`src/design/bpc_pkg.sv`:
```
package bpc_pkg;

  localparam int DivBits = 32;

  localparam logic signed [31:0] B5Offset   = 32'sd4000;
  localparam logic [31:0]        B4Offset   = 32'd32768;
  localparam logic [15:0]        B7Scale    = 16'd50000;
  localparam logic [31:0]        P2Coef     = 32'd3038;
  localparam logic signed [31:0] P1Coef     = -32'sd7357;
  localparam logic signed [31:0] PRound     = 32'sd3791;
  localparam logic [31:0]        HalfRange  = 32'h8000_0000;

  localparam logic signed [15:0] Ac1Reset = 16'sd408;
  localparam logic signed [15:0] Ac2Reset = -16'sd72;
  localparam logic signed [15:0] Ac3Reset = -16'sd14383;
  localparam logic [15:0]        Ac4Reset = 16'd32741;
  localparam logic signed [15:0] B1Reset  = 16'sd6190;
  localparam logic signed [15:0] B2Reset  = 16'sd4;
  localparam logic [1:0]         OssReset = 2'd0;

  localparam int AddrWidth = 5;

  typedef enum logic [2:0] {
    REG_AC1 = 3'd0,
    REG_AC2 = 3'd1,
    REG_AC3 = 3'd2,
    REG_AC4 = 3'd3,
    REG_B1  = 3'd4,
    REG_B2  = 3'd5,
    REG_OSS = 3'd6
  } reg_idx_t;

  typedef struct packed {
    logic signed [15:0] ac1;
    logic signed [15:0] ac2;
    logic signed [15:0] ac3;
    logic [15:0]        ac4;
    logic signed [15:0] b1;
    logic signed [15:0] b2;
    logic [1:0]         oss;
  } cal_t;

  // one word in flight through the divider row
  typedef struct packed {
    logic        valid;
    logic [31:0] rem;
    logic [31:0] dnd;
    logic [31:0] quo;
    logic [31:0] div;
    logic        big;
    logic        err;
  } cell_t;

endpackage

```
`src/design/bpc_div_cell.sv`:
```
module bpc_div_cell (
  input  logic           clk,
  input  logic           rst,
  input  logic           adv,
  input  bpc_pkg::cell_t cin,
  output bpc_pkg::cell_t cout
);
  import bpc_pkg::*;

  logic [32:0] trial;
  logic        fits;

  // one restoring step: shift in a dividend bit, subtract if it fits
  assign trial = {cin.rem, cin.dnd[31]};
  assign fits  = (trial >= {1'b0, cin.div});

  // advance the word; clear the valid flag on reset
  always_ff @(posedge clk) begin
    if (rst) begin
      cout.valid <= 1'b0;
    end else if (adv) begin
      cout.valid <= cin.valid;
      cout.rem <= fits ? 32'(trial - {1'b0, cin.div}) : trial[31:0];
      cout.dnd <= {cin.dnd[30:0], 1'b0};
      cout.quo <= {cin.quo[30:0], fits};
      cout.div <= cin.div;
      cout.big <= cin.big;
      cout.err <= cin.err;
    end
  end

endmodule

```
`config.mk`:
```
export PLATFORM = sky130hd
export DESIGN_NAME = bpc_div_cell
export DESIGN_NICKNAME = d
export VERILOG_FILES = /design/src/design/bpc_pkg.sv /design/src/design/bpc_div_cell.sv
export SDC_FILE = /design/constraint.sdc
export NUM_CORES = 1
export LEC_CHECK = 0
export BUFFER_PORTS_ARGS = -buffer_cell sky130_fd_sc_hd__buf_2
export CAP_MARGIN = 10
export CORE_ASPECT_RATIO = 1.5
export CORE_MARGIN = 5
export CORE_UTILIZATION = 48
export CTS_CLUSTER_DIAMETER = 40
export DETAILED_ROUTE_END_ITERATION = 7
export PLACE_DENSITY = 0.85
export SYNTH_ARGS = -nofsm -noshare
export SYNTH_HDL_FRONTEND = slang
export SYNTH_SLANG_ARGS = --single-unit
```
`constraint.sdc`:
```
create_clock -name clk -period 9.8 [get_ports clk]
set_clock_uncertainty 0.2 [all_clocks]
set_input_delay 1.96 -clock clk [delete_from_list [all_inputs] [get_ports clk]]
set_output_delay 1.96 -clock clk [all_outputs]
set_load 0.05 [all_outputs]
```
==> out/qor.csv <==
stage;metric;value;unit
power;power;0.00170;W
outcome;status;finished, final reports clean;
layout;nets;926;
cts;cts_setup_buffers;0;
global_route;antenna_found_initial;1;
synthesis;yosys.cell_types.count;51;
critical_path;r2r_start;cout[130]$_SDFFE_PP0P_;
routing;top_layer;met4;
synthesis;synth_edf_count;129;
placement;post-dp-hpwl;13100;um
sta;fin_crit;5030;ps
cts;htreeDepth;4;
synthesis;syn-num-nets;661;
synthesis;syn_avg_cell_area;12.7;um2
layout;top_register;cout;
power;clkPwrFrac;36.4;%
critical_path;crit_required;9760;ps
cts;cts_tree;built;
layout;largest_reg_flops;130;
min_path;hold_start;cout[130]$_SDFFE_PP0P_;
global_route;grtUsageTotal;21.1;%
synthesis;seq_area_frac_synth;62.3;%
cts;cts-buffers-inserted;17;
placement;gp_congestion;0.854;
synthesis;syn-instance-count;494;
global_route;grt-ovfl-total;0;
cts;clk_path_buf_depth;2;
floorplanning;fp-row-count;51;
sta;fin_setup_tns;0;ps
sta;timing.final.ws_setup;4770;ps
power;p_seq_share;39.9;%
cts;post_cts_resized;0;
critical_path;rr_worst_depth;2;
routing;drt_pass1_iterations;5;
routing;routedWlPerCell;18.0;um
cts;root_buffer;clkbuf_16;
synthesis;yosysTopAreaCell;edfxtp_1;
floorplanning;die_h;150;um
sta;timing.fmax;199;MHz
floorplanning;core_area;0.0129;mm2
placement;place_area;0.00767;mm2
synthesis;synth_area_leaders;edfxtp_1 (62%), ha_1 (6.4%), a21oi_1 (4.3%), inv_1 (2.8%), nor2_1 (2.3%);
power;p_leak;3.67;nW
synthesis;yosys_most_used_dff;edfxtp_1;
layout;layout_common_cells;buf_2 (262), edfxtp_1 (129), a21oi_1 (54);
floorplanning;ioPinCount;265;
layout;final_common_cell;buf_2;
critical_path;critical_path.max_fanout;35;
floorplanning;die-area;0.0155;mm2
sta;report.final.slew_viol_count;0;
routing;wl_met3;1730;um
min_path;hp-class;flop to flop;
sta;relSlewSlack;21.1;%
global_route;grt_max_degree;87;
routing;m1WireLength;5380;um
cts;cts_hold_buffers;0;
synthesis;synth-seq-cells;130;
placement;port_buffers;262;
critical_path;start_kind;input port;
synthesis;synth_top_area_share;62.0;%
routing;drt-total-wl;16700;um
critical_path;crit_type;input port to flop;
layout;largest_registers;cout: 130 flops;
critical_path;end_kind;flop;
placement;dpl_worst_slack;4310;ps
layout;design_area;0.00825;mm2
cts;cts.clk_slew.worst_paths;60;ps
power;netSwitchingFraction;32.7;%
routing;ant_nets;0;
cts;clkLatencyLatePin;410;ps
sta;timing.final.crit_share;51.4;%
routing;vias;4836;
layout;post-route-util;64.0;%
synthesis;ys_async_sr_fraction;0;%
floorplanning;initial_utilization;48.5;%
sta;setup_violations;0;
layout;area_growth;31.9;%
power;power.internal;0.00114;W
critical_path;worst_r2r_endpoint;cout[130]$_SDFFE_PP0P_;
power;p_switching;0.000554;W
global_route;grt_pass1_vias;4897;
sta;worstMarginPinSlew;1180;ps
min_path;hold_depth;2;
sta;finalHoldViolCount;0;
critical_path;arrival;4990;ps
power;powerDensity;206;mW/mm2
routing;via_per_inst;5.19;
power;peakVddDrop;123;uV
power;combPwrFrac;23.8;%
global_route;grt_pass1_wl;24500;um
synthesis;ys_warn_count;0;
sta;rsz0062_at_grt;false;
layout;layout-drive-gt1-share;40.3;%
min_path;min_to;cout[130]$_SDFFE_PP0P_;
synthesis;netlist_area;0.00625;mm2
floorplanning;die_w;103;um
routing;drt_iter0_markers;223;
routing;drcViolationCount;0;
routing;met2_length;9220;um
cts;clkSinkCount;130;
critical_path;r2r_slack;9010;ps
job;cap_violations;0;
[routing by layer]
metal  track usage (%)  vias up
li1                  -     2359
met1              21.1     2236
met2              39.2      211
met3              6.58       30
met4              8.75        0
met5                 0        -
[cell type report]
cell class                 instances  area [um2]
sequential                       130        3890
timing repair buffer             264        1330
tap                              159         199
multi-input combinational        300        2080
antenna                            1        2.50
inverter                          46         173
fill                            1002        4640
clock inverter                    14         149
clock buffer                      18         429
[worst max path at each step]
stage | slack (ps) | end | cells past startpoint | startpoint
5_1_grt | 4540 | cout[102]$_DFFE_PP_ | 11 | cin[5]
3_5_place_dp | 4310 | cout[105]$_DFFE_PP_ | 11 | cin[5]
6_report | 4770 | cout[105]$_DFFE_PP_ | 11 | cin[5]
2_1_floorplan | 1280 | cout[0]$_DFFE_PP_ | 1 | rst
4_1_cts | 4720 | cout[105]$_DFFE_PP_ | 11 | cin[5]
3_3_place_gp | 4340 | cout[129]$_DFFE_PP_ | 11 | cin[5]
[cells in the mapped netlist (2+ instances only)]
library cell / count
a2111oi_0: 3
a211oi_1: 3
a21o_1: 8
a21oi_1: 54
a31o_2: 2
a31oi_1: 2
and2_1: 3
and3_1: 2
buf_2: 5
buf_4: 2
buf_6: 5
clkbuf_1: 6
edfxtp_1: 129
ha_1: 32
inv_1: 46
mux2_4: 8
mux2i_1: 3
nand2_1: 24
nand2b_1: 7
nand3_1: 8
nand4_1: 8
nand4b_1: 2
nor2_1: 38
nor2b_1: 3
nor3_1: 3
nor4b_1: 2
o211ai_1: 2
o21a_1: 6
o21ai_0: 17
o21ai_1: 4
o21bai_1: 5
o31ai_1: 7
or2_2: 2
or3_1: 2
xnor2_1: 16
xor2_1: 10
[power groups by stage]
stage | logic, W | clock network (W) | registers (W)
2_1_floorplan | 0.000150 | 0 | 0.000844
3_3_place_gp | 0.000396 | 0 | 0.000686
3_5_place_dp | 0.000403 | 0 | 0.000688
4_1_cts | 0.000406 | 0.000629 | 0.000677
5_1_grt | 0.000432 | 0.000653 | 0.000680
6_report | 0.000403 | 0.000617 | 0.000677
[through the flow]
step / hold WS, ps / std cells
after floorplan: 533 / 494
after global placement: 272 / 899
after detailed placement: 329 / 899
after CTS: 341 / 931
after global routing: 363 / 932
final: 334 / 932
[logic make-up (layout without fill, tap and decap cells)]
logic type                 Yosys count  count (layout)  synth area share [%]
xor gates and xnor gates            26              26                  3.64
AOI/OAI and AO/OA                  120             120                  11.7
other                                1               2                0.0600
DFF                                130             130                  62.3
adders and majority gates           33              33                  6.72
buffers and inverters               64             342                  4.66
muxes                               11              11                  2.40
and+or+nand+nor                    109             109                  8.53
[critical path: stages]
cell	delay (ps)
buf_2	100
inv_1	40
ha_1	340
o21ai_0	110
a21oi_1	400
a2111oi_0	180
nor2_1	380
a21o_1	200
o21a_2	450
buf_4	460
mux2_4	350
Note: power is estimated with default switching activity, not from simulation.
