[config.mk]
export PLATFORM = sky130hd
export DESIGN_NAME = bpc_back
export DESIGN_NICKNAME = d
export VERILOG_FILES = /design/src/design/bpc_pkg.sv /design/src/design/bpc_back.sv
export SDC_FILE = /design/constraint.sdc
export NUM_CORES = 2
export LEC_CHECK = 0
export ABC_AREA = 1
export BUFFER_PORTS_ARGS = -buffer_cell sky130_fd_sc_hd__clkbuf_2
export CORE_ASPECT_RATIO = 1.75
export CORE_MARGIN = 2
export CORE_UTILIZATION = 30
export CTS_BUF_LIST = sky130_fd_sc_hd__clkbuf_16
export DETAILED_ROUTE_END_ITERATION = 12
export GPL_ROUTABILITY_DRIVEN = 0
export MAX_ROUTING_LAYER = met4
export SLEW_MARGIN = 10
export SYNTH_ARGS = -nofsm -noshare
export SYNTH_HDL_FRONTEND = slang
export SYNTH_SLANG_ARGS = --single-unit
[constraint.sdc]
create_clock -name clk -period 6.1 [get_ports clk]
set_input_delay 0.61 -clock clk [delete_from_list [all_inputs] [get_ports clk]]
set_output_delay 0.61 -clock clk [all_outputs]
set_load 0.03 [all_outputs]
[src/design/bpc_pkg.sv]
package bpc_pkg;

  localparam int DivBits = 32;

  localparam logic signed [31:0] B5Offset   = 32'sd4000;
  localparam logic [31:0]        B4Offset   = 32'd32768;
  localparam logic [15:0]        B7Scale    = 16'd50000;
  localparam logic [31:0]        P2Coef     = 32'd3038;
  localparam logic signed [31:0] P1Coef     = -32'sd7357;
  localparam logic signed [31:0] PRound     = 32'sd3791;
  localparam logic [31:0]        HalfRange  = 32'h8000_0000;

  localparam logic signed [15:0] Ac1Reset = 16'sd408;
  localparam logic signed [15:0] Ac2Reset = -16'sd72;
  localparam logic signed [15:0] Ac3Reset = -16'sd14383;
  localparam logic [15:0]        Ac4Reset = 16'd32741;
  localparam logic signed [15:0] B1Reset  = 16'sd6190;
  localparam logic signed [15:0] B2Reset  = 16'sd4;
  localparam logic [1:0]         OssReset = 2'd0;

  localparam int AddrWidth = 5;

  typedef enum logic [2:0] {
    REG_AC1 = 3'd0,
    REG_AC2 = 3'd1,
    REG_AC3 = 3'd2,
    REG_AC4 = 3'd3,
    REG_B1  = 3'd4,
    REG_B2  = 3'd5,
    REG_OSS = 3'd6
  } reg_idx_t;

  typedef struct packed {
    logic signed [15:0] ac1;
    logic signed [15:0] ac2;
    logic signed [15:0] ac3;
    logic [15:0]        ac4;
    logic signed [15:0] b1;
    logic signed [15:0] b2;
    logic [1:0]         oss;
  } cal_t;

  // one word in flight through the divider row
  typedef struct packed {
    logic        valid;
    logic [31:0] rem;
    logic [31:0] dnd;
    logic [31:0] quo;
    logic [31:0] div;
    logic        big;
    logic        err;
  } cell_t;

endpackage

[src/design/bpc_back.sv]
module bpc_back (
  input  logic               clk,
  input  logic               rst,
  input  logic               adv,
  input  bpc_pkg::cell_t     cin,
  output logic               out_valid,
  output logic signed [31:0] out_p,
  output logic               out_err
);
  import bpc_pkg::*;

  logic [2:0] v;
  logic [2:0] err;
  logic signed [31:0] pa, pb, pc, sa, sqb, m1, m2;
  logic signed [31:0] pq, corr;

  assign pq   = cin.big ? {cin.quo[30:0], 1'b0} : cin.quo;
  assign corr = ((m1 >>> 16) + (m2 >>> 16) + PRound) >>> 4;

  // hold valid flags
  always_ff @(posedge clk) begin
    if (rst) begin
      v <= '0;
      out_valid <= 1'b0;
    end else if (adv) begin
      v <= {v[1:0], cin.valid};
      out_valid <= v[2];
    end
  end

  // advance the correction polynomial
  always_ff @(posedge clk) begin
    if (adv) begin
      pa  <= pq;
      sa  <= pq >>> 8;
      err[0] <= cin.err;

      pb  <= pa;
      sqb <= sa * sa;
      err[1] <= err[0];

      pc  <= pb;
      m1  <= sqb * P2Coef;
      m2  <= P1Coef * pb;
      err[2] <= err[1];

      out_p   <= err[2] ? 32'sd0 : pc + corr;
      out_err <= err[2];
    end
  end

endmodule

==> results.cfg <==
[die]
placeableCoreArea_um2 = 111000
die-width_um = 257
ios = 168
floorplan.die.height_um = 447
floorplan.initialDensity = 0.302
num_rows = 162
floorplan.die_area_um2 = 115000

[logic_synthesis]
synth_enable_flop_cells = 193
async_reset_ff_frac = 0
synth-compound-area-share = 0.0603
synth_seq_area_share = 0.175
synth.distinct_cells = 47
most_frequently_used_flop_master_after_synthesis = sky130_fd_sc_hd__edfxtp_1
post_synth_inst_count = 3782
yosys.area_share.simple = 0.119
muxShareOfSynthArea = 0.000335
synth-warning-count = 0
post-synth-top-area-cell = sky130_fd_sc_hd__fa_1
yosys-top-cells-area = sky130_fd_sc_hd__fa_1 (33%), sky130_fd_sc_hd__edfxtp_1 (17%), sky130_fd_sc_hd__ha_1 (15%)
largest_family_of_logic_cells_by_synthesized_area = adder cells
syn-cell-area_um2 = 33600
post_synth_most_frequent_cells = sky130_fd_sc_hd__inv_1 (1107), sky130_fd_sc_hd__nand2_1 (641), sky130_fd_sc_hd__fa_1 (560)
synthesis.area_per_instance_um2 = 8.88
library_cell_with_the_highest_instance_count_after_synthesis = sky130_fd_sc_hd__inv_1
synthXorXnorAreaFrac = 0.0283
post_synthesis_adder_cell_area_fraction = 0.485
yosys_register_bits = 197
synth.top_cell.area_share = 0.334

[clock_tree]
worst_path_clk_slew_ps = 80
cts_inserted_buffers = 17
cts_tree = done
worstSkewPairLatency_ps = 510
clk_root_buffer_cell = sky130_fd_sc_hd__clkbuf_16
clockBufferDepth = 2
cts.htree.levels = 4
clkSinkCount = 197

[finish]
design_area_um2 = 39500
syn2layout_area_growth_pct = 17.7
insertedDiodeCount = 0
net_count_final = 5186
drive_gt1_frac = 0.145

[worst_hold_path]
min-delay-path-class = in -> reg

[global_route]
antenna_found_initial = 2
grt_remaining_overflow = 0
grt.total_usage = 0.158
grt_start_max_net_pins = 101
first_global_vias = 27500
wire_length_of_the_first_global_routing_pass_um = 137000

[worst_setup_path]
crit-reg2reg-capture = sqb[24]
worst_ep_required_time_ps = 6370
class_of_the_most_critical_setup_path = reg -> reg
critical_path_arrival_ps = 6360
timing.critical_path.from = pa[21]
cp_slowest_cell = sky130_fd_sc_hd__fa_1
rrSetupSlack_ps = 4
cp-start-kind = flop
crit-reg2reg-launch = pa[21]
crit_path_max_incr_delay_ps = 570
critical_path.max_fanout = 4
ff2ff_path_depth = 27
worst_setup_path_endpoint = sqb[24]
timing.critical_path.to_type = flop

[place]
place.detailed.hpwl_um = 73200
post-place-ws_ps = -262
placement.cell_area_um2 = 37600
port-buffer-count = 71

[timing]
slew_headroom = 0.424
final.setup_skew_ps = 15.3
report.final.setup_viol = 0
period_minus_slack_ps = 6100
rsz0062_at_grt = yes
slew_viol_final = 0
tightestPinTransition_ps = 864
final_min_period_over_clock_period = 0.999
setup_ws_ps = 3.95
fmax_mhz = 164
finalHoldViolations = 0

[drt]
wirelength_um = 85900
drt_first_iter_violations = 1069
detail_route.drc_violations = 0
drt-wirelength-per-cell_um = 15.4
drt-pass1-iter-count = 7
drt-vias-per-instance = 4.53
route.vias.total = 25200
antenna_violating_nets_post_route = 0

[outcome]
outcome = complete, no violations

[job]
max-cap-violations = 0
-- final cells by class --
cell class	count	area, um^2
clock buffer	17	425
clock inverter	15	145
fill	11300	71700
inverter	1117	4200
multi-input combinational	2413	24100
sequential	197	5880
tap	1476	1850
timing repair buffer	339	2940
-- cell usage in the layout, fill, tap and decap left out, types with 13 or more instances in the layout --
cell type and count:
sky130_fd_sc_hd__nand2_4 13, sky130_fd_sc_hd__a21oi_1 160, sky130_fd_sc_hd__clkbuf_16 18, sky130_fd_sc_hd__nand3_1 97, sky130_fd_sc_hd__a21o_1 16, sky130_fd_sc_hd__nor3_1 19, sky130_fd_sc_hd__buf_12 32, sky130_fd_sc_hd__clkbuf_2 70
sky130_fd_sc_hd__fa_2 30, sky130_fd_sc_hd__xnor2_1 50, sky130_fd_sc_hd__o21a_1 17, sky130_fd_sc_hd__nand4_1 25, sky130_fd_sc_hd__buf_4 206, sky130_fd_sc_hd__nor2_1 148, sky130_fd_sc_hd__nand2_1 594, sky130_fd_sc_hd__o21ai_0 74
sky130_fd_sc_hd__inv_1 1062, sky130_fd_sc_hd__ha_1 389, sky130_fd_sc_hd__buf_6 25, sky130_fd_sc_hd__fa_1 530, sky130_fd_sc_hd__edfxtp_1 193, sky130_fd_sc_hd__nand2_2 41, sky130_fd_sc_hd__o21bai_1 18, sky130_fd_sc_hd__ha_4 18
sky130_fd_sc_hd__a21oi_2 15, sky130_fd_sc_hd__inv_2 54, sky130_fd_sc_hd__xor2_1 55
-- metrics by stage --
step | instances | util | hold slack [ps] | setup TNS (ps)
after global placement | 5498 | 0.338 | 402 | -1440
after floorplan | 3784 | - | 400 | 0
after global routing | 5574 | 0.355 | 249 | -1560
after CTS | 5557 | 0.349 | 231 | -106
final | 5574 | 0.355 | 269 | 0
after detailed placement | 5498 | 0.338 | 405 | -1700
-- routing by layer --
metal  wire length, um  vias to the layer above  global-route usage  share of wire
met2             48300                      517               0.306           0.56
met4              5720                        0              0.0955          0.067
met5                 0                        -                   -              0
met3              2270                      286              0.0173          0.026
met1             29600                    12400               0.149           0.34
li1                  -                    12000                   -              -
-- cells by family (layout without fill, tap and decap cells) --
logic type,count (synthesis),after routing
DFF,197,197
xor gates and xnor gates,107,107
muxes,1,1
other,1,3
buffers and inverters,1174,1488
AOI/OAI and AO/OA,357,357
and+or+nand+nor,978,978
adders and majority gates,967,967
-- flip-flops by register name, summed over array words and instances, names as in the netlist --
signal / count
err: 3
m1: 16
m2: 16
out_err: 1
out_p: 32
out_valid: 1
pa: 32
pb: 32
pc: 32
sqb: 29
v: 3
-- critical path, delay by kind of cell (launching register included) --
family / cells / cell delay [ps]
adder cells (fa/ha/maj): 8 / 3760
flip-flops: 1 / 380
XOR/XNOR: 1 / 60
buffers and inverters: 10 / 770
AND/OR/NAND/NOR: 8 / 900
-- worst min-delay path by stage --
stage / startpoint / to / slack [ps] / cells after the start
after floorplan: err[0] / err[1] / 400 / 0
after global placement: err[1] / err[2] / 400 / 0
after detailed placement: pa[0] / pb[0] / 410 / 0
after CTS: cin[0] / err[0] / 230 / 1
after global routing: cin[0] / err[0] / 250 / 1
final: cin[0] / err[0] / 270 / 1
-- timing repair --
| item | CTS | global route |
|---|---|---|
| resized for setup | 105 | 166 |
| hold buffers | 0 | 0 |
| pin swaps | 70 | 106 |
| endpoints found under the setup margin | 14 | 17 |
| gates cloned | 2 | 1 |
| buffers inserted | 27 | 18 |
Power is left out: the tool's default activity adds up to more than one toggle a clock period on the data nets, which glitch-free logic cannot reach.
